### src/hdl/astm_e1381_link_fsm_unit_assert.svh
// ----------------------------------------------------------------------------
// astm link assertion macros
// shared concurrent assertion forms for the link handshake block
// ----------------------------------------------------------------------------
`ifndef ASTM_E1381_LINK_FSM_UNIT_ASSERT_SVH
`define ASTM_E1381_LINK_FSM_UNIT_ASSERT_SVH

// same-cycle implication, checked outside reset
`define ASTM_LINK_IMPLY(label, ante, cons, msg) \
   label: assert property (@(posedge clock) disable iff (reset) (ante) |-> (cons)) \
      else $error(msg);

// next-cycle implication, checked outside reset
`define ASTM_LINK_IMPLY_NEXT(label, ante, cons, msg) \
   label: assert property (@(posedge clock) disable iff (reset) (ante) |=> (cons)) \
      else $error(msg);

`endif

### src/hdl/astm_link_pkg.sv
// ----------------------------------------------------------------------------
// astm link package
// codes, constants and shared types of the link handshake block
// ----------------------------------------------------------------------------
package astm_link_pkg;

   // control characters
   localparam logic [7:0] CHAR_EOT = 8'h04;
   localparam logic [7:0] CHAR_ENQ = 8'h05;
   localparam logic [7:0] CHAR_ACK = 8'h06;
   localparam logic [7:0] CHAR_NAK = 8'h15;
   localparam logic [7:0] CHAR_LF  = 8'h0A;

   // reset values of the configuration registers
   localparam logic [7:0] RECEIVE_TIMEOUT_RESET = 8'd30;
   localparam logic [7:0] SEND_TIMEOUT_RESET    = 8'd15;
   localparam logic [7:0] RETRY_LIMIT_RESET     = 8'd6;

   // frame sequence runs 1..8
   localparam logic [3:0] SEQ_FIRST = 4'd1;
   localparam logic [3:0] SEQ_LAST  = 4'd8;

   localparam logic [7:0] RETRY_MAX = 8'd255;

   // timeout counter, 9-bit two's complement; all ones is -1 (expired)
   localparam logic [8:0] TICKS_EXPIRED = 9'h1FF;
   localparam logic [8:0] TICKS_ONE     = 9'd1;

   localparam logic [3:0] TARGET_NONE = 4'hF;

   typedef enum logic [3:0] {
      ST_IDLE           = 4'd0,
      ST_AWAKE          = 4'd1,
      ST_WAIT_FRAME     = 4'd2,
      ST_FRAME_RX       = 4'd3,
      ST_TO_SEND        = 4'd4,
      ST_WAIT_ACK       = 4'd5,
      ST_FRAME_READY    = 4'd6,
      ST_WAIT_FRAME_ACK = 4'd7,
      ST_INTERRUPT      = 4'd8
   } link_state_type;

   typedef enum logic [1:0] {
      CSR_RECEIVE_TIMEOUT = 2'd0,
      CSR_SEND_TIMEOUT    = 2'd1,
      CSR_RETRY_LIMIT     = 2'd2
   } csr_index_type;

   typedef struct packed {
      logic [7:0] receive_timeout_s;
      logic [7:0] send_timeout_s;
      logic [7:0] retry_limit;
   } cfg_type;

   typedef struct packed {
      logic       mode;
      logic       rx_valid;
      logic [7:0] rx_byte;
      logic       frame_pending;
   } req_item_type;

   typedef struct packed {
      logic       tx_valid;
      logic [7:0] tx_byte;
      logic       send_frame;
      logic       rx_consumed;
      logic [3:0] link_state;
      logic [3:0] frame_sequence;
   } rsp_item_type;

   typedef struct packed {
      link_state_type proto;
      logic [3:0]     target;
      logic [3:0]     seq;
      logic [7:0]     retry;
      logic [8:0]     ticks;
      logic           timed_out;
   } link_ctx_type;

endpackage

### src/hdl/astm_link_if.sv
// ----------------------------------------------------------------------------
// astm link channel interfaces
// valid/ready channels for requests, responses and register writes
// ----------------------------------------------------------------------------
interface astm_link_req_if;
   logic       valid;
   logic       ready;
   logic       mode;
   logic       rx_valid;
   logic [7:0] rx_byte;
   logic       frame_pending;

   modport source (output valid, output mode, output rx_valid, output rx_byte,
                   output frame_pending, input ready);
   modport sink (input valid, input mode, input rx_valid, input rx_byte,
                 input frame_pending, output ready);
endinterface

interface astm_link_rsp_if;
   logic       valid;
   logic       ready;
   logic       tx_valid;
   logic [7:0] tx_byte;
   logic       send_frame;
   logic       rx_consumed;
   logic [3:0] link_state;
   logic [3:0] frame_sequence;

   modport source (output valid, output tx_valid, output tx_byte, output send_frame,
                   output rx_consumed, output link_state, output frame_sequence,
                   input ready);
   modport sink (input valid, input tx_valid, input tx_byte, input send_frame,
                 input rx_consumed, input link_state, input frame_sequence,
                 output ready);
endinterface

interface astm_link_csr_if;
   logic       valid;
   logic       ready;
   logic [1:0] index;
   logic [7:0] data;

   modport source (output valid, output index, output data, input ready);
   modport sink (input valid, input index, input data, output ready);
endinterface

### src/hdl/astm_link_csr.sv
// ----------------------------------------------------------------------------
// astm link register file
// timeout and retry configuration registers
// ----------------------------------------------------------------------------
module astm_link_csr
   import astm_link_pkg::*;
(
   input  logic                   clock,
   input  logic                   reset,
   astm_link_csr_if.sink          csr_chan,
   output cfg_type                cfg
);

   cfg_type cfg_ff;
   cfg_type cfg_in;
   logic    wr_en;

   assign csr_chan.ready = 1'b1;
   assign wr_en          = csr_chan.valid;

   always_comb begin
      cfg_in = cfg_ff;
      if (wr_en) begin
         case (csr_index_type'(csr_chan.index))
            CSR_RECEIVE_TIMEOUT: cfg_in.receive_timeout_s = csr_chan.data;
            CSR_SEND_TIMEOUT:    cfg_in.send_timeout_s    = csr_chan.data;
            CSR_RETRY_LIMIT:     cfg_in.retry_limit       = csr_chan.data;
            default:             cfg_in = cfg_ff;
         endcase
      end
   end

   always_ff @(posedge clock) begin
      if (reset) begin
         cfg_ff.receive_timeout_s <= RECEIVE_TIMEOUT_RESET;
         cfg_ff.send_timeout_s    <= SEND_TIMEOUT_RESET;
         cfg_ff.retry_limit       <= RETRY_LIMIT_RESET;
      end else begin
         cfg_ff <= cfg_in;
      end
   end

   assign cfg = cfg_ff;

endmodule

### src/hdl/astm_link_core.sv
// ----------------------------------------------------------------------------
// astm link state machine
// link state, sequence, retry, timeout handling: one item per cycle with step_en
// ----------------------------------------------------------------------------
`include "astm_e1381_link_fsm_unit_assert.svh"

module astm_link_core
   import astm_link_pkg::*;
(
   input  logic         clock,
   input  logic         reset,
   input  logic         step_en,
   input  req_item_type item,
   input  cfg_type      cfg,
   output rsp_item_type result
);

   link_ctx_type ctx_ff;
   link_ctx_type ctx_in;

   logic       tx_valid;
   logic [7:0] tx_byte;
   logic       send_frame;
   logic       rd_byte;
   logic [7:0] retry_bumped;
   logic [8:0] ticks_dec;

   assign retry_bumped = (item.rx_byte == CHAR_NAK && ctx_ff.retry != RETRY_MAX) ?
                         ctx_ff.retry + 8'd1 : ctx_ff.retry;
   assign ticks_dec    = (ctx_ff.ticks != TICKS_EXPIRED) ? ctx_ff.ticks - TICKS_ONE :
                         ctx_ff.ticks;

   // next state
   always_comb begin
      ctx_in = ctx_ff;
      if (item.mode) begin
         ctx_in.ticks = ticks_dec;
         if (ticks_dec == TICKS_EXPIRED) begin
            ctx_in.timed_out = 1'b1;
            if (ctx_ff.target != TARGET_NONE) begin
               ctx_in.proto  = link_state_type'(ctx_ff.target);
               ctx_in.target = TARGET_NONE;
            end
         end
      end else begin
         case (ctx_ff.proto)
            ST_IDLE: begin
               if (item.frame_pending) begin
                  ctx_in.proto = ST_TO_SEND;
               end else if (item.rx_valid && item.rx_byte == CHAR_ENQ) begin
                  ctx_in.proto = ST_AWAKE;
               end
            end
            ST_AWAKE: begin
               ctx_in.seq       = SEQ_FIRST;
               ctx_in.ticks     = {1'b0, cfg.receive_timeout_s};
               ctx_in.timed_out = 1'b0;
               ctx_in.target    = ST_IDLE;
               ctx_in.proto     = ST_WAIT_FRAME;
            end
            ST_WAIT_FRAME: begin
               if (item.rx_valid && item.rx_byte == CHAR_EOT) begin
                  ctx_in.proto = ST_IDLE;
               end else if (item.rx_valid && item.rx_byte == CHAR_LF) begin
                  ctx_in.proto = ST_FRAME_RX;
               end
            end
            ST_FRAME_RX: begin
               ctx_in.seq       = (ctx_ff.seq >= SEQ_LAST) ? SEQ_FIRST : ctx_ff.seq + 4'd1;
               ctx_in.ticks     = {1'b0, cfg.receive_timeout_s};
               ctx_in.timed_out = 1'b0;
               ctx_in.target    = ST_IDLE;
               ctx_in.proto     = ST_WAIT_FRAME;
            end
            ST_TO_SEND: begin
               ctx_in.seq       = SEQ_FIRST;
               ctx_in.ticks     = {1'b0, cfg.send_timeout_s};
               ctx_in.timed_out = 1'b0;
               ctx_in.target    = ST_WAIT_ACK;
               ctx_in.proto     = ST_WAIT_ACK;
            end
            ST_WAIT_ACK: begin
               if (ctx_ff.timed_out) begin
                  ctx_in.proto = ST_IDLE;
               end else if (item.rx_valid) begin
                  if (item.rx_byte == CHAR_ENQ || item.rx_byte == CHAR_NAK) begin
                     ctx_in.proto = ST_IDLE;
                  end else if (item.rx_byte == CHAR_ACK) begin
                     ctx_in.retry = '0;
                     ctx_in.proto = ST_FRAME_READY;
                  end
               end
            end
            ST_FRAME_READY: begin
               if (!item.frame_pending) begin
                  ctx_in.proto = ST_IDLE;
               end else begin
                  ctx_in.ticks     = {1'b0, cfg.send_timeout_s};
                  ctx_in.timed_out = 1'b0;
                  ctx_in.target    = ST_WAIT_FRAME_ACK;
                  ctx_in.proto     = ST_WAIT_FRAME_ACK;
               end
            end
            ST_WAIT_FRAME_ACK: begin
               if (ctx_ff.timed_out) begin
                  ctx_in.proto = ST_IDLE;
               end else if (item.rx_valid) begin
                  if (item.rx_byte == CHAR_ACK) begin
                     ctx_in.retry = '0;
                     ctx_in.proto = ST_FRAME_READY;
                  end else if (item.rx_byte == CHAR_EOT) begin
                     ctx_in.proto = ST_INTERRUPT;
                  end else begin
                     // only a nak counts; other bytes retransmit below the retry limit
                     ctx_in.retry = retry_bumped;
                     ctx_in.proto = (retry_bumped < cfg.retry_limit) ? ST_FRAME_READY :
                                    ST_IDLE;
                  end
               end
            end
            ST_INTERRUPT: ctx_in.proto = ST_IDLE;
            default:      ctx_in.proto = ST_IDLE;
         endcase
      end
   end

   // outputs
   always_comb begin
      tx_valid   = 1'b0;
      tx_byte    = '0;
      send_frame = 1'b0;
      rd_byte    = 1'b0;
      if (!item.mode) begin
         case (ctx_ff.proto)
            ST_IDLE: rd_byte = !item.frame_pending;
            ST_AWAKE, ST_FRAME_RX: begin
               tx_valid = 1'b1;
               tx_byte  = CHAR_ACK;
            end
            ST_WAIT_FRAME: rd_byte = 1'b1;
            ST_TO_SEND: begin
               tx_valid = 1'b1;
               tx_byte  = CHAR_ENQ;
            end
            ST_WAIT_ACK: begin
               if (ctx_ff.timed_out) begin
                  tx_valid = 1'b1;
                  tx_byte  = CHAR_EOT;
               end else begin
                  rd_byte = 1'b1;
               end
            end
            ST_FRAME_READY: begin
               if (!item.frame_pending) begin
                  tx_valid = 1'b1;
                  tx_byte  = CHAR_EOT;
               end else begin
                  send_frame = 1'b1;
               end
            end
            ST_WAIT_FRAME_ACK: begin
               if (ctx_ff.timed_out) begin
                  tx_valid = 1'b1;
                  tx_byte  = CHAR_EOT;
               end else begin
                  rd_byte = 1'b1;
                  if (item.rx_valid && item.rx_byte != CHAR_ACK &&
                      (item.rx_byte == CHAR_EOT || !(retry_bumped < cfg.retry_limit))) begin
                     tx_valid = 1'b1;
                     tx_byte  = CHAR_EOT;
                  end
               end
            end
            ST_INTERRUPT: begin
               tx_valid = 1'b1;
               tx_byte  = CHAR_EOT;
            end
            default: rd_byte = 1'b0;
         endcase
      end
   end

   always_comb begin
      result.tx_valid       = tx_valid;
      result.tx_byte        = tx_byte;
      result.send_frame     = send_frame;
      result.rx_consumed    = rd_byte && item.rx_valid;
      result.link_state     = ctx_in.proto;
      result.frame_sequence = ctx_in.seq;
   end

   always_ff @(posedge clock) begin
      if (reset) begin
         ctx_ff.proto     <= ST_IDLE;
         ctx_ff.target    <= TARGET_NONE;
         ctx_ff.seq       <= '0;
         ctx_ff.retry     <= '0;
         ctx_ff.ticks     <= '0;
         ctx_ff.timed_out <= 1'b0;
      end else if (step_en) begin
         ctx_ff <= ctx_in;
      end
   end

   `ASTM_LINK_IMPLY(a_target_legal, 1'b1, (ctx_ff.target == TARGET_NONE || ctx_ff.target == ST_IDLE || ctx_ff.target == ST_WAIT_ACK || ctx_ff.target == ST_WAIT_FRAME_ACK), "timeout target holds an unexpected state")
   `ASTM_LINK_IMPLY(a_ticks_range, ctx_ff.ticks[8], ctx_ff.ticks == TICKS_EXPIRED, "timeout counter went below minus one")
   `ASTM_LINK_IMPLY_NEXT(a_expiry_flags, step_en && item.mode && (ctx_ff.ticks == '0 || ctx_ff.ticks == TICKS_EXPIRED), ctx_ff.timed_out && ctx_ff.target == TARGET_NONE, "expired tick did not set timeout and clear target")

endmodule

### src/hdl/astm_e1381_link_fsm_unit.sv
// ----------------------------------------------------------------------------
// astm e1381 link handshake unit
// serial link control handshake with one result transaction per request
// ----------------------------------------------------------------------------
// usage:
// - req_chan carries one transaction per poll step (mode 0: optional rx byte
//   and frame-pending flag) or per one-second timer tick (mode 1)
// - rsp_chan returns exactly one transaction per request: control byte to
//   send, send-frame command, rx-consumed mark, link state and sequence number
// - csr_chan writes the receive timeout, send timeout and retry limit
//   (index 0, 1, 2); it is always ready; the user writes it only while idle (not enforced)
// - an accepted request is held in the input register; its response is formed
//   from it and captured in the result register when the item advances
// - throughput: one transaction per cycle unless rsp_chan stalls; the link
//   state update and response are formed in one pass between the two registers
// - reset clears the link state to idle, the sequence and counters to zero,
//   and restores the register defaults (30, 15, 6)
// - when rsp_chan stalls, the held response keeps the output register and one
//   more request still enters the input register; then req_chan.ready drops
// ----------------------------------------------------------------------------
`include "astm_e1381_link_fsm_unit_assert.svh"

module astm_e1381_link_fsm_unit
   import astm_link_pkg::*;
(
   input  logic           clock,
   input  logic           reset,
   astm_link_req_if.sink  req_chan,
   astm_link_rsp_if.source rsp_chan,
   astm_link_csr_if.sink  csr_chan
);

   cfg_type      cfg;
   req_item_type req_item;
   rsp_item_type step_result;

   // input register
   logic         in_valid_ff;
   logic         in_valid_in;
   req_item_type in_item_ff;

   // result register
   logic         out_valid_ff;
   logic         out_valid_in;
   rsp_item_type out_item_ff;

   logic         advance;
   logic         req_take;

   // the state machine steps exactly when an item moves to the result register
   assign advance  = in_valid_ff && (!out_valid_ff || rsp_chan.ready);
   assign req_take = req_chan.valid && req_chan.ready;

   assign req_chan.ready = !in_valid_ff || advance;

   assign req_item.mode          = req_chan.mode;
   assign req_item.rx_valid      = req_chan.rx_valid;
   assign req_item.rx_byte       = req_chan.rx_byte;
   assign req_item.frame_pending = req_chan.frame_pending;

   assign in_valid_in  = req_take || (in_valid_ff && !advance);
   assign out_valid_in = advance || (out_valid_ff && !rsp_chan.ready);

   astm_link_csr u_csr (
      .clock    (clock),
      .reset    (reset),
      .csr_chan (csr_chan),
      .cfg      (cfg)
   );

   astm_link_core u_core (
      .clock   (clock),
      .reset   (reset),
      .step_en (advance),
      .item    (in_item_ff),
      .cfg     (cfg),
      .result  (step_result)
   );

   always_ff @(posedge clock) begin
      if (reset) begin
         in_valid_ff  <= 1'b0;
         out_valid_ff <= 1'b0;
      end else begin
         in_valid_ff  <= in_valid_in;
         out_valid_ff <= out_valid_in;
      end
   end

   // payload registers, no reset needed
   always_ff @(posedge clock) begin
      if (req_take) begin
         in_item_ff <= req_item;
      end
      if (advance) begin
         out_item_ff <= step_result;
      end
   end

   assign rsp_chan.valid          = out_valid_ff;
   assign rsp_chan.tx_valid       = out_item_ff.tx_valid;
   assign rsp_chan.tx_byte        = out_item_ff.tx_byte;
   assign rsp_chan.send_frame     = out_item_ff.send_frame;
   assign rsp_chan.rx_consumed    = out_item_ff.rx_consumed;
   assign rsp_chan.link_state     = out_item_ff.link_state;
   assign rsp_chan.frame_sequence = out_item_ff.frame_sequence;

   `ASTM_LINK_IMPLY(a_tx_code, out_valid_ff && out_item_ff.tx_valid, (out_item_ff.tx_byte == CHAR_ACK || out_item_ff.tx_byte == CHAR_ENQ || out_item_ff.tx_byte == CHAR_EOT), "transmit byte is not a control character")
   `ASTM_LINK_IMPLY(a_frame_no_tx, out_valid_ff && out_item_ff.send_frame, !out_item_ff.tx_valid && !out_item_ff.rx_consumed, "send-frame response also sends or consumes a byte")
   `ASTM_LINK_IMPLY(a_seq_range, out_valid_ff, out_item_ff.frame_sequence <= SEQ_LAST, "frame sequence out of range")
   `ASTM_LINK_IMPLY_NEXT(a_rsp_from_input, advance, out_valid_ff, "advanced item did not reach the result register")

endmodule
### src/flat_wrapper.sv
// flat-port wrapper written by rule: the top's interface ports become plain ports
module astm_e1381_link_fsm_unit_flat import astm_link_pkg::*;
  (clock, reset, req_chan_valid, req_chan_mode, req_chan_rx_valid, req_chan_rx_byte, req_chan_frame_pending, req_chan_ready, rsp_chan_valid, rsp_chan_tx_valid, rsp_chan_tx_byte, rsp_chan_send_frame, rsp_chan_rx_consumed, rsp_chan_link_state, rsp_chan_frame_sequence, rsp_chan_ready, csr_chan_valid, csr_chan_index, csr_chan_data, csr_chan_ready);
  astm_link_req_if req_chan_i ();
  astm_link_rsp_if rsp_chan_i ();
  astm_link_csr_if csr_chan_i ();
  input  logic clock;
  input  logic reset;
  input wire logic [$bits(req_chan_i.valid)-1:0] req_chan_valid;
  input wire logic [$bits(req_chan_i.mode)-1:0] req_chan_mode;
  input wire logic [$bits(req_chan_i.rx_valid)-1:0] req_chan_rx_valid;
  input wire logic [$bits(req_chan_i.rx_byte)-1:0] req_chan_rx_byte;
  input wire logic [$bits(req_chan_i.frame_pending)-1:0] req_chan_frame_pending;
  output wire logic [$bits(req_chan_i.ready)-1:0] req_chan_ready;
  output wire logic [$bits(rsp_chan_i.valid)-1:0] rsp_chan_valid;
  output wire logic [$bits(rsp_chan_i.tx_valid)-1:0] rsp_chan_tx_valid;
  output wire logic [$bits(rsp_chan_i.tx_byte)-1:0] rsp_chan_tx_byte;
  output wire logic [$bits(rsp_chan_i.send_frame)-1:0] rsp_chan_send_frame;
  output wire logic [$bits(rsp_chan_i.rx_consumed)-1:0] rsp_chan_rx_consumed;
  output wire logic [$bits(rsp_chan_i.link_state)-1:0] rsp_chan_link_state;
  output wire logic [$bits(rsp_chan_i.frame_sequence)-1:0] rsp_chan_frame_sequence;
  input wire logic [$bits(rsp_chan_i.ready)-1:0] rsp_chan_ready;
  input wire logic [$bits(csr_chan_i.valid)-1:0] csr_chan_valid;
  input wire logic [$bits(csr_chan_i.index)-1:0] csr_chan_index;
  input wire logic [$bits(csr_chan_i.data)-1:0] csr_chan_data;
  output wire logic [$bits(csr_chan_i.ready)-1:0] csr_chan_ready;
  assign req_chan_i.valid = req_chan_valid;
  assign req_chan_i.mode = req_chan_mode;
  assign req_chan_i.rx_valid = req_chan_rx_valid;
  assign req_chan_i.rx_byte = req_chan_rx_byte;
  assign req_chan_i.frame_pending = req_chan_frame_pending;
  assign req_chan_ready = req_chan_i.ready;
  assign rsp_chan_valid = rsp_chan_i.valid;
  assign rsp_chan_tx_valid = rsp_chan_i.tx_valid;
  assign rsp_chan_tx_byte = rsp_chan_i.tx_byte;
  assign rsp_chan_send_frame = rsp_chan_i.send_frame;
  assign rsp_chan_rx_consumed = rsp_chan_i.rx_consumed;
  assign rsp_chan_link_state = rsp_chan_i.link_state;
  assign rsp_chan_frame_sequence = rsp_chan_i.frame_sequence;
  assign rsp_chan_i.ready = rsp_chan_ready;
  assign csr_chan_i.valid = csr_chan_valid;
  assign csr_chan_i.index = csr_chan_index;
  assign csr_chan_i.data = csr_chan_data;
  assign csr_chan_ready = csr_chan_i.ready;
  astm_e1381_link_fsm_unit u_core (.clock(clock), .reset(reset), .req_chan(req_chan_i), .rsp_chan(rsp_chan_i), .csr_chan(csr_chan_i));
endmodule
### config.mk
export PLATFORM = sky130hd
export DESIGN_NAME = astm_e1381_link_fsm_unit_flat
export DESIGN_NICKNAME = d
export VERILOG_FILES = /design/src/hdl/astm_link_pkg.sv /design/src/hdl/astm_link_if.sv /design/src/hdl/astm_link_csr.sv /design/src/hdl/astm_link_core.sv /design/src/hdl/astm_e1381_link_fsm_unit.sv /design/src/flat_wrapper.sv
export VERILOG_INCLUDE_DIRS = /design/src /design/src/hdl
export SDC_FILE = /design/constraint.sdc
export NUM_CORES = 1
export LEC_CHECK = 0
export BUFFER_PORTS_ARGS = -buffer_cell sky130_fd_sc_hd__clkbuf_2
export CAP_MARGIN = 20
export CORE_UTILIZATION = 40
export DETAILED_ROUTE_END_ITERATION = 16
export GPL_TIMING_DRIVEN = 0
export PLACE_DENSITY = 0.68
export SLEW_MARGIN = 25
export SYNTH_ARGS = -nofsm -noshare
export SYNTH_HDL_FRONTEND = slang
export SYNTH_SLANG_ARGS = --single-unit
### constraint.sdc
create_clock -name clock -period 4.35 [get_ports clock]
set_clock_uncertainty 0.05 [all_clocks]
set_input_delay 0.2175 -clock clock [delete_from_list [all_inputs] [get_ports clock]]
set_output_delay 0.2175 -clock clock [all_outputs]
set_load 0.02 [all_outputs]
==> results of run 1 <==
==> cell type report <==
| class | instances | share of cell area [%] |
|---|---|---|
| multi-input combinational | 361 | 45.7 |
| tap | 140 | 3.42 |
| sequential | 80 | 36.1 |
| timing repair buffer | 52 | 6.15 |
| inverter | 22 | 1.61 |
| clock inverter | 6 | 0.830 |
| buffer | 37 | 3.51 |
| clock buffer | 10 | 2.68 |
==> power by group <==
group	internal, mW	switching (mW)
Sequential	0.804	0.0224
Clock	0.225	0.286
Combinational	0.113	0.174
Total	1.14	0.482
==> worst min path at each step <==
stage	endpoint	cells past startpoint	slack (ns)
2_1_floorplan	u_core.in_item_ff[0]	0	0.27
6_report	u_core.in_valid_ff	3	0.02
4_1_cts	u_core.in_valid_ff	3	0.02
5_1_grt	u_core.u_csr.cfg[17]	3	0.04
3_5_place_dp	u_core.in_item_ff[4]	1	0.35
3_3_place_gp	u_core.in_item_ff[1]	1	0.35
==> routing by layer <==
layer  vias to the layer above  routed length [um]  global-route usage (%)
met5                         -                   0                       0
met4                         0                 308                    8.90
met3                        28                 614                    4.72
met2                       120                4990                    32.8
met1                      1874                4690                    24.6
li1                       1934                   -                       -
==> kinds of logic after synthesis <==
kind of cell             count (synthesis)  synth area share [%]
multiplexers                            30                  6.90
AO/OA/AOI/OAI                          130                  18.8
XOR/XNOR                                 8                  1.58
adder cells (fa/ha/maj)                 13                  3.61
buffers and inverters                   59                  5.89
other                                    2                 0.169
AND/OR/NAND/NOR                        174                  21.4
flip-flops                              80                  41.7
==> worst max-delay path, delay by kind of cell (launching register included) <==
kind | cells | cell delay [ns]
compound gates | 4 | 0.73
fa+ha+maj | 1 | 0.30
flops | 1 | 0.46
simple gates | 7 | 1.88
==> registers in the layout, indices dropped and copies added (netlist names) <==
register                        count
u_core.rsp_chan.send_frame          1
u_core.u_csr.cfg                   24
u_core.in_item_ff                  11
u_core.rsp_chan.link_state          4
u_core.rsp_chan.valid               1
u_core.rsp_chan.rx_consumed         1
u_core.u_core.ctx_ff               29
u_core.rsp_chan.tx_valid            1
u_core.in_valid_ff                  1
u_core.rsp_chan.tx_byte             3
u_core.rsp_chan.frame_sequence      4
==> cell usage after synthesis (9+ instances only) <==
library cell | n | share of area [%]
ha_1 | 12 | 3.4
inv_1 | 22 | 1.9
nor3_1 | 9 | 1.0
clkbuf_1 | 23 | 1.9
a21oi_1 | 35 | 3.9
mux2i_1 | 25 | 5.6
nand2_1 | 42 | 3.6
dfxtp_1 | 55 | 25
o21ai_0 | 32 | 3.6
edfxtp_1 | 25 | 17
nor2_1 | 43 | 3.6
a31oi_1 | 15 | 2.1
nand3_1 | 11 | 1.2
==> through the flow <==
step	hold slack (ns)	setup WS, ns	power [mW]
final	0.0245	0.704	1.62
after detailed placement	0.346	0.768	1.12
after global placement	0.346	0.835	1.11
after floorplan	0.266	1.34	1.04
after global routing	0.0385	0.373	1.70
after CTS	0.0215	0.735	1.63
==> out/metrics.csv, run 1 <==
metric,value,unit
period utilization,83.8,%
vias in the first global route,3788,
r2r setup slk,0.70,ns
Residual DRC,0,
DP Cell Count,681,
Power Density,317,nW/um2
final worst path period need,3.65,ns
Register Area,1850,um2
GRT Util Overall,19.9,%
Layout fillers,1075,
type of the tightest min-delay check,in2reg,
Post-synth EDFFs,25,
drt first pass iters,5,
CTS HTree Levels,3,
WS Path Type,reg2reg,
reg2reg path depth,12,
Layout Cells excl Fill,708,
Starting Density,41.0,%
TritonCTS clock tree,built,
die span in x,107,um
root buffer cell,clkbuf_8,
latest clock arrival within the worst-skew pair,0.37,ns
Final nets,601,
post-CTS setup repair buffer count,0,
Mapped Area,4440,um2
Worst EP arrival,3.72,ns
clock buffer depth,2,
first-pass GRT wire length,18.0,mm
multi-input logic area,2340,um2
Crit Path Max Fanout,7,
final WL,10.6,mm
Clock Sinks,80,
"most common cell after layout, fill and taps aside",dfxtp_1,
Post-synth ARST share,0,%
Mapped Cells,496,
Worst setup SP type,flop,
Relative slew margins,55.8,%
"Hold Vio Cnt, Final",0,
Die Height,107,um
share of cells above drive strength 1,15.5,%
crit end category,flop,
"commonest non-fill, non-tap cells in the layout","dfxtp_1 (55), nor2_1 (43), clkbuf_2 (42), nand2_1 (42), a21oi_1 (35)",
synthesized flop and latch total,80,
critical path capture point,u_core.rsp_chan.link_state[1],
diode count,0,
Slowest cell on crit path,nor3b_2,
Final Setup Violations,0,
"Critical Path, Cell by Cell",nor3b_2 > nand3_1 > nor3b_2 > a31oi_1 > or2_2 > ha_1 > nand4_1 > a21o_1 > o211ai_1 > nor3_1 > a21oi_1 > nand2_1,
initial antenna violation count,0,
Mapped Avg Cell Area,8.95,um2
RR Endpoint,u_core.rsp_chan.link_state[1],
Worst EP required,4.42,ns
fmax,274,MHz
Max rail drop VDD,141,uV
RSZ-0062 raised after global routing,no,
slowest cell delay on critical path,0.48,ns
status,"finished, final reports clean",
Max-Cap Viols,0,
Leakage Power,2.02,nW
clock slew at reported path FFs,0.09,ns
post-route cell area,5130,um2
grt ovf,0,
Core Region,10800,um2
Via density,5.59,
Post-DRT Antenna Nets,0,
Setup Total Neg Slack,0,ns
Detail Placement HPWL,7.67,mm
Routed WL per cell,15.0,um
row count,38,
Area after DPL,4840,um2
most frequent cell on the critical path,nor3b_2,
Area growth syn-to-layout,15.5,%
cts bufs inserted,9,
Worst-Margin Slew,0.657,ns
distinct cell type count after synthesis,72,
hold buffer count at cts,11,
YS warnings,0,
hold_sp,req_chan_valid,
Worst Setup SP,u_core.in_item_ff[2],
max-slew violation count,0,
sequential fraction of the synthesis area,41.7,%
1st-iter DRT viols,171,
RR Startpoint,u_core.in_item_ff[2],
post-CTS sizing,0,
Final GP Congestion,0.905,
full die area,11500,um2
largest net degree at the start of global routing,24,
Final Util,47.3,%
Port Buffers,41,
Most used DFF post-synth,dfxtp_1,
via count,3956,
# IOs,48,
(Power assumes the default switching activity.)
==> inputs of run 2 (changes only) <==
--- a/config.mk
+++ b/config.mk
@@ -11,7 +11,7 @@
 export CORE_UTILIZATION = 40
 export DETAILED_ROUTE_END_ITERATION = 16
 export GPL_TIMING_DRIVEN = 0
-export PLACE_DENSITY = 0.68
+export PLACE_DENSITY = 0.7
 export SLEW_MARGIN = 25
 export SYNTH_ARGS = -nofsm -noshare
 export SYNTH_HDL_FRONTEND = slang
==> constraint.sdc (replaced) <==
create_clock -name clock -period 3.2 [get_ports clock]
set_clock_uncertainty 0.05 [all_clocks]
set_input_delay 0.16 -clock clock [delete_from_list [all_inputs] [get_ports clock]]
set_output_delay 0.16 -clock clock [all_outputs]
set_load 0.02 [all_outputs]
==> run 2 against run 1 <==
Compared with the run above:
- flip-flop and latch count did not move
- non-clock buffer count rose by 4
- combinational power up 38%
- power rose by 38%
- register-to-register slack worse by 0.64 ns
- setup slack got worse by 0.64 ns
- die area unchanged
- core utilization rose by 1.4 points
- highest routed layer unchanged
==> out/metrics.csv, run 2 (same netlist as run 1, synthesis figures left out) <==
metric,value,unit,change
number of flip-flops in the largest register,29,,unchanged
vias in the first global route,3602,,-4.9%
Worst-Margin Slew,0.770,ns,+0.113 ns
Starting Density,41.0,%,unchanged
first-pass GRT wire length,17.5,mm,-2.8%
sequential power share,50.1,%,-0.8 points
Core Region,10800,um2,unchanged
Crit Path Max Fanout,6,,-1
full die area,11500,um2,unchanged
r2r setup slk,0.07,ns,-0.64 ns
WS Path Type,reg2reg,,
clock group share of total power,32.1,%,+0.7 points
TritonCTS clock tree,built,,
Clock Sinks,80,,unchanged
Register Area,1850,um2,about the same
Comb power frac,17.7,%,about the same
period utilization,97.9,%,+14 points
CTS HTree Levels,3,,unchanged
fmax,319,MHz,+16%
P_int,1.62,mW,+42%
RSZ-0062 raised after global routing,yes,,
Max rail drop VDD,152,uV,+8.1%
cts bufs inserted,9,,unchanged
Via density,5.60,,+0.28%
sw power,0.626,mW,+30%
row count,38,,unchanged
"Hold Vio Cnt, Final",0,,unchanged
Final nets,605,,+0.67%
Residual DRC,0,,unchanged
final WL,10.8,mm,+1.9%
Final GP Congestion,0.905,,about the same
diode count,0,,unchanged
Top reg by flops,u_core.u_core.ctx_ff,,
final worst path period need,3.13,ns,-0.513 ns
max-slew violation count,0,,unchanged
Die Height,107,um,unchanged
Relative slew margins,48.2,%,-7.6 points
clock buffer depth,2,,unchanged
1st-iter DRT viols,235,,+37%
Final Setup Violations,0,,unchanged
Worst EP arrival,3.18,ns,-0.54 ns
# IOs,48,,unchanged
Final Util,48.6,%,+1.4 points
Routed WL per cell,15.2,um,+1.5%
multi-input logic area,2430,um2,+3.7%
largest net degree at the start of global routing,24,,unchanged
share of cells above drive strength 1,17.5,%,+2.0 points
hold_sp,csr_chan_data[4],,
Layout fillers,1045,,-2.8%
power after layout,2.24,mW,+38%
type of the tightest min-delay check,in2reg,,
clock slew at reported path FFs,0.08,ns,about the same
die span in x,107,um,unchanged
grt ovf,0,,unchanged
Post-DRT Antenna Nets,0,,unchanged
GRT Util Overall,19.5,%,-0.34 points
Port Buffers,41,,unchanged
Leakage Power,2.06,nW,+1.8%
Worst EP required,3.25,ns,-1.17 ns
initial antenna violation count,0,,unchanged
RR Startpoint,u_core.in_item_ff[6],,
drt first pass iters,5,,unchanged
Worst Setup SP,u_core.in_item_ff[6],,
status,"finished, final reports clean",,
latest clock arrival within the worst-skew pair,0.36,ns,about the same
Worst setup SP type,flop,,
crit end category,flop,,
"most common cell after layout, fill and taps aside",dfxtp_1,,
via count,3984,,+0.71%
Max-Cap Viols,0,,unchanged
Area growth syn-to-layout,18.8,%,
Switching Share,27.9,%,-1.8 points
root buffer cell,clkbuf_8,,
Power Density,425,nW/um2,+34%
"commonest non-fill, non-tap cells in the layout","dfxtp_1 (54), nor2_1 (42), clkbuf_2 (42), nand2_1 (42), a21oi_1 (33)",,
Detail Placement HPWL,7.66,mm,-0.20%
run 2: metal layers:
metal | vias up | track usage (%) | share of wire (%)
met5 | - | 0 | 0
met3 | 17 | 3.87 | 5.8
met2 | 139 | 32.5 | 48
li1 | 1953 | - | -
met4 | 0 | 7.53 | 1.8
met1 | 1875 | 24.9 | 44
run 2: worst max-delay path, cell delays in order, from the launching register on:
cell and delay, ns:
edfxtp_1 0.43, nor4b_4 0.37, nand3_4 0.19, nor3b_4 0.29
a31oi_1 0.15, or2_4 0.27, ha_4 0.27, nand4_1 0.14
a21o_1 0.18, o211ai_1 0.16, nor3_2 0.10, a21oi_2 0.19
nand2_1 0.08
run 2: metrics by stage:
step	instance area [um2]	setup slack, ns	std cells	setup TNS [ns]	hold WS [ns]
3_5_place_dp	4840	-0.421	681	-2.00	0.289
3_3_place_gp	4840	-0.309	681	-1.42	0.289
2_1_floorplan	4460	0.187	500	0	0.209
5_1_grt	5270	-0.0476	711	-0.0862	0.00668
4_1_cts	5220	0.0160	711	0	0.00161
6_report	5270	0.0669	711	0	0.0207
run 2: path summary, 6_finish.rpt:
check	to	depth (start not counted)
worst min-delay path	u_core.u_csr.cfg[20]	3
worst max register to register	u_core.rsp_chan.link_state[1]	12
worst max-delay path	u_core.rsp_chan.link_state[1]	12
worst min register to register	u_core.u_csr.cfg[17]	2
run 2: layout make-up:
| class | count | area share (%) |
|---|---|---|
| plain buffers | 35 | 3.27 |
| inverters | 22 | 1.57 |
| flip-flops and latches | 80 | 35.1 |
| multi-input cells | 361 | 46.0 |
| clock buffers | 13 | 3.42 |
| clock inverters | 2 | 0.237 |
| well taps | 140 | 3.32 |
| repair buffers | 58 | 7.00 |
run 2: power by group through the flow:
| stage | clock network, mW | logic [mW] | registers (mW) |
|---|---|---|---|
| after floorplan | 0 | 0.266 | 1.15 |
| after global placement | 0 | 0.365 | 1.14 |
| after detailed placement | 0 | 0.373 | 1.15 |
| after CTS | 0.740 | 0.390 | 1.12 |
| after global routing | 0.777 | 0.435 | 1.13 |
| final | 0.721 | 0.397 | 1.12 |
run 2: repair_timing:
| action | CTS | global route |
|---|---|---|
| setup buffers | 4 | 0 |
| gates resized for setup | 7 | 11 |
| pin swaps | 4 | 8 |
| hold buffers | 13 | 0 |
| hold endpoints to repair | 14 | 0 |
| setup endpoints to repair | 6 | 6 |
==> inputs of run 3 (changes only) <==
--- a/config.mk
+++ b/config.mk
@@ -12,6 +12,7 @@
 export DETAILED_ROUTE_END_ITERATION = 16
 export GPL_TIMING_DRIVEN = 0
 export PLACE_DENSITY = 0.7
+export REMOVE_ABC_BUFFERS = 1
 export SLEW_MARGIN = 25
 export SYNTH_ARGS = -nofsm -noshare
 export SYNTH_HDL_FRONTEND = slang
==> run 3 against run 2 <==
Compared with the run above:
- non-clock buffer count decreased by 26
- hold slack got worse by 0.0087 ns
- design area increased by 0.28%
- power increased by 4.6%
- combinational power decreased by 12%
- critical endpoint unchanged
- via count decreased by 4.0%
- largest cell class unchanged
==> out/metrics.csv, run 3 (same netlist as run 1, synthesis figures left out) <==
metric,value,unit,change
status,"finished, final reports clean",,
Detail Placement HPWL,6.72,mm,-12%
initial antenna violation count,0,,unchanged
Bufs and invs on worst path,0,,unchanged
"commonest non-fill, non-tap cells in the layout","dfxtp_1 (52), nor2_1 (43), nand2_1 (42), clkbuf_2 (41), a21oi_1 (32)",,
latest clock arrival within the worst-skew pair,0.37,ns,about the same
vias in the first global route,3437,,-4.6%
die span in x,107,um,unchanged
largest net degree at the start of global routing,40,,+67%
top layer in use,met4,,
Slowest cell on crit path,edfxtp_1,,
grt ovf,0,,unchanged
RR Endpoint,u_core.rsp_chan.link_state[1],,
clock buffer depth,2,,unchanged
TritonCTS clock tree,built,,
Worst EP arrival,3.16,ns,-0.02 ns
period utilization,96.3,%,-1.6 points
CTS HTree Levels,3,,unchanged
hold path cells,3,,unchanged
row count,38,,unchanged
max-slew violation count,0,,unchanged
Power Density,443,nW/um2,+4.3%
Area growth syn-to-layout,19.1,%,
Crit Path Max Fanout,4,,-2
crit end category,flop,,
type of the tightest min-delay check,in2reg,,
Port Buffers,41,,unchanged
r2r setup slk,0.12,ns,+0.05 ns
GRT Util Overall,18.0,%,-1.6 points
RSZ-0062 raised after global routing,yes,,
Relative slew margins,39.3,%,-8.9 points
Area after DPL,4700,um2,-2.9%
final worst path period need,3.08,ns,-0.0526 ns
diode count,0,,unchanged
number of flip-flops in the largest register,29,,unchanged
Hold Path End,u_core.u_csr.cfg[20],,
Worst EP required,3.28,ns,+0.03 ns
Max rail drop VDD,182,uV,+20%
WS Path Type,reg2reg,,
Via density,5.58,,-0.47%
Final nets,579,,-4.3%
clock slew at reported path FFs,0.09,ns,about the same
full die area,11500,um2,unchanged
Core Region,10800,um2,unchanged
first-pass GRT wire length,16.2,mm,-7.3%
slowest cell delay on critical path,0.44,ns,about the same
hold_sp,csr_chan_data[4],,
cts bufs inserted,9,,unchanged
"most common cell after layout, fill and taps aside",dfxtp_1,,
fmax,325,MHz,+1.7%
Die Height,107,um,unchanged
Worst setup SP type,flop,,
Setup Total Neg Slack,0,ns,unchanged
Worst-Margin Slew,0.907,ns,+0.137 ns
Top reg by flops,u_core.u_core.ctx_ff,,
1st-iter DRT viols,159,,-32%
"Critical Path, Cell by Cell",nor4b_4 > nand3_4 > nor3_4 > nand3_1 > xnor2_1 > ha_1 > nand4_1 > a21o_1 > o211ai_1 > nor3_2 > a21oi_2 > nand2_1,,
share of cells above drive strength 1,19.4,%,+1.9 points
drt first pass iters,4,,-1
root buffer cell,clkbuf_8,,
Met2 Wirelength,4.81,mm,-7.4%
Residual DRC,0,,unchanged
Starting Density,41.0,%,unchanged
final WL,9.93,mm,-8.1%
Final Setup Violations,0,,unchanged
Leakage Power,2.05,nW,-0.74%
routed wl met3,464,um,-26%
Max-Cap Viols,0,,unchanged
Final GP Congestion,0.882,,-2.5%
"Hold Vio Cnt, Final",0,,unchanged
Crit path max-delay family,simple AND/OR/NAND/NOR gates,,
# IOs,48,,unchanged
post-route cell area,5290,um2,+0.28%
Post-DRT Antenna Nets,0,,unchanged
metal1 wirelength,4.48,mm,-6.6%
Routed WL per cell,14.5,um,-4.8%
Clock Sinks,80,,unchanged
reg2reg path depth,12,,unchanged
Final Util,48.8,%,+0.14 points
RR Startpoint,u_core.in_item_ff[6],,
via count,3826,,-4.0%
run 3: cell types whose count changed in the layout (fill, tap and decap cells not counted), sizes merged:
cell / delta
clkinvlp: +1
inv: -1
dlygate4sd3: +2
buf: -7
clkbuf: -20
run 3: how the worst max path moves through the flow:
stage | start | endpoint | cells past startpoint
finish | u_core.in_item_ff[6] | u_core.rsp_chan.link_state[1] | 12
global route | u_core.in_item_ff[6] | u_core.rsp_chan.link_state[1] | 13
CTS | u_core.u_core.ctx_ff[13] | u_core.rsp_chan.link_state[2] | 13
detailed placement | u_core.in_item_ff[2] | u_core.rsp_chan.link_state[1] | 12
global placement | u_core.in_item_ff[6] | u_core.rsp_chan.link_state[1] | 12
floorplan | u_core.in_item_ff[6] | u_core.rsp_chan.link_state[2] | 12
run 3: per-layer routing:
metal,up-vias,track usage (%)
met3,15,4.06
met2,98,28.5
met4,0,7.73
met5,-,0
met1,1815,23.4
li1,1898,-
run 3: area by class of cell:
type	instances	area, um2
clock buffers	14	226
well taps	140	175
inverters	22	86.3
fillers	1010	5550
multi-input cells	361	2470
repair buffers	67	462
clock inverters	2	12.5
flip-flops and latches	80	1860
run 3: worst reg2reg max path, cell delays in order (launching register included):
cell and delay, ns:
edfxtp_1 0.44, nor4b_4 0.40, nand3_4 0.19, nor3_4 0.28
nand3_1 0.15, xnor2_1 0.17, ha_1 0.31, nand4_1 0.12
a21o_1 0.18, o211ai_1 0.16, nor3_2 0.12, a21oi_2 0.19
nand2_1 0.08
run 3: what timing repair did:
| action | 4_1_cts | 5_1_grt |
|---|---|---|
| gates cloned | 0 | 0 |
| resized for setup | 7 | 20 |
| endpoints found under the setup margin | 6 | 7 |
| endpoints found under the hold margin | 16 | 0 |
| hold buffers | 15 | 0 |
| setup buffers | 3 | 6 |
| pin swaps | 5 | 19 |
run 3: per-stage QoR:
step                hold slack [ns]  power, mW  setup slack, ns  std cells
CTS                         0.00209       2.35           0.0184        680
global placement              0.290       1.48           -0.348        644
global route                0.00916       2.45          -0.0308        686
finish                       0.0120       2.34            0.120        686
floorplan                     0.179       1.39            0.188        463
detailed placement            0.289       1.50           -0.431        646
run 3: power breakdown:
| part | internal [mW] | switching [mW] | total (mW) | leakage [nW] |
|---|---|---|---|---|
| Sequential | 1.09 | 0.0574 | 1.15 | 0.692 |
| Combinational | 0.148 | 0.200 | 0.348 | 1.23 |
| Clock | 0.465 | 0.382 | 0.847 | 0.120 |
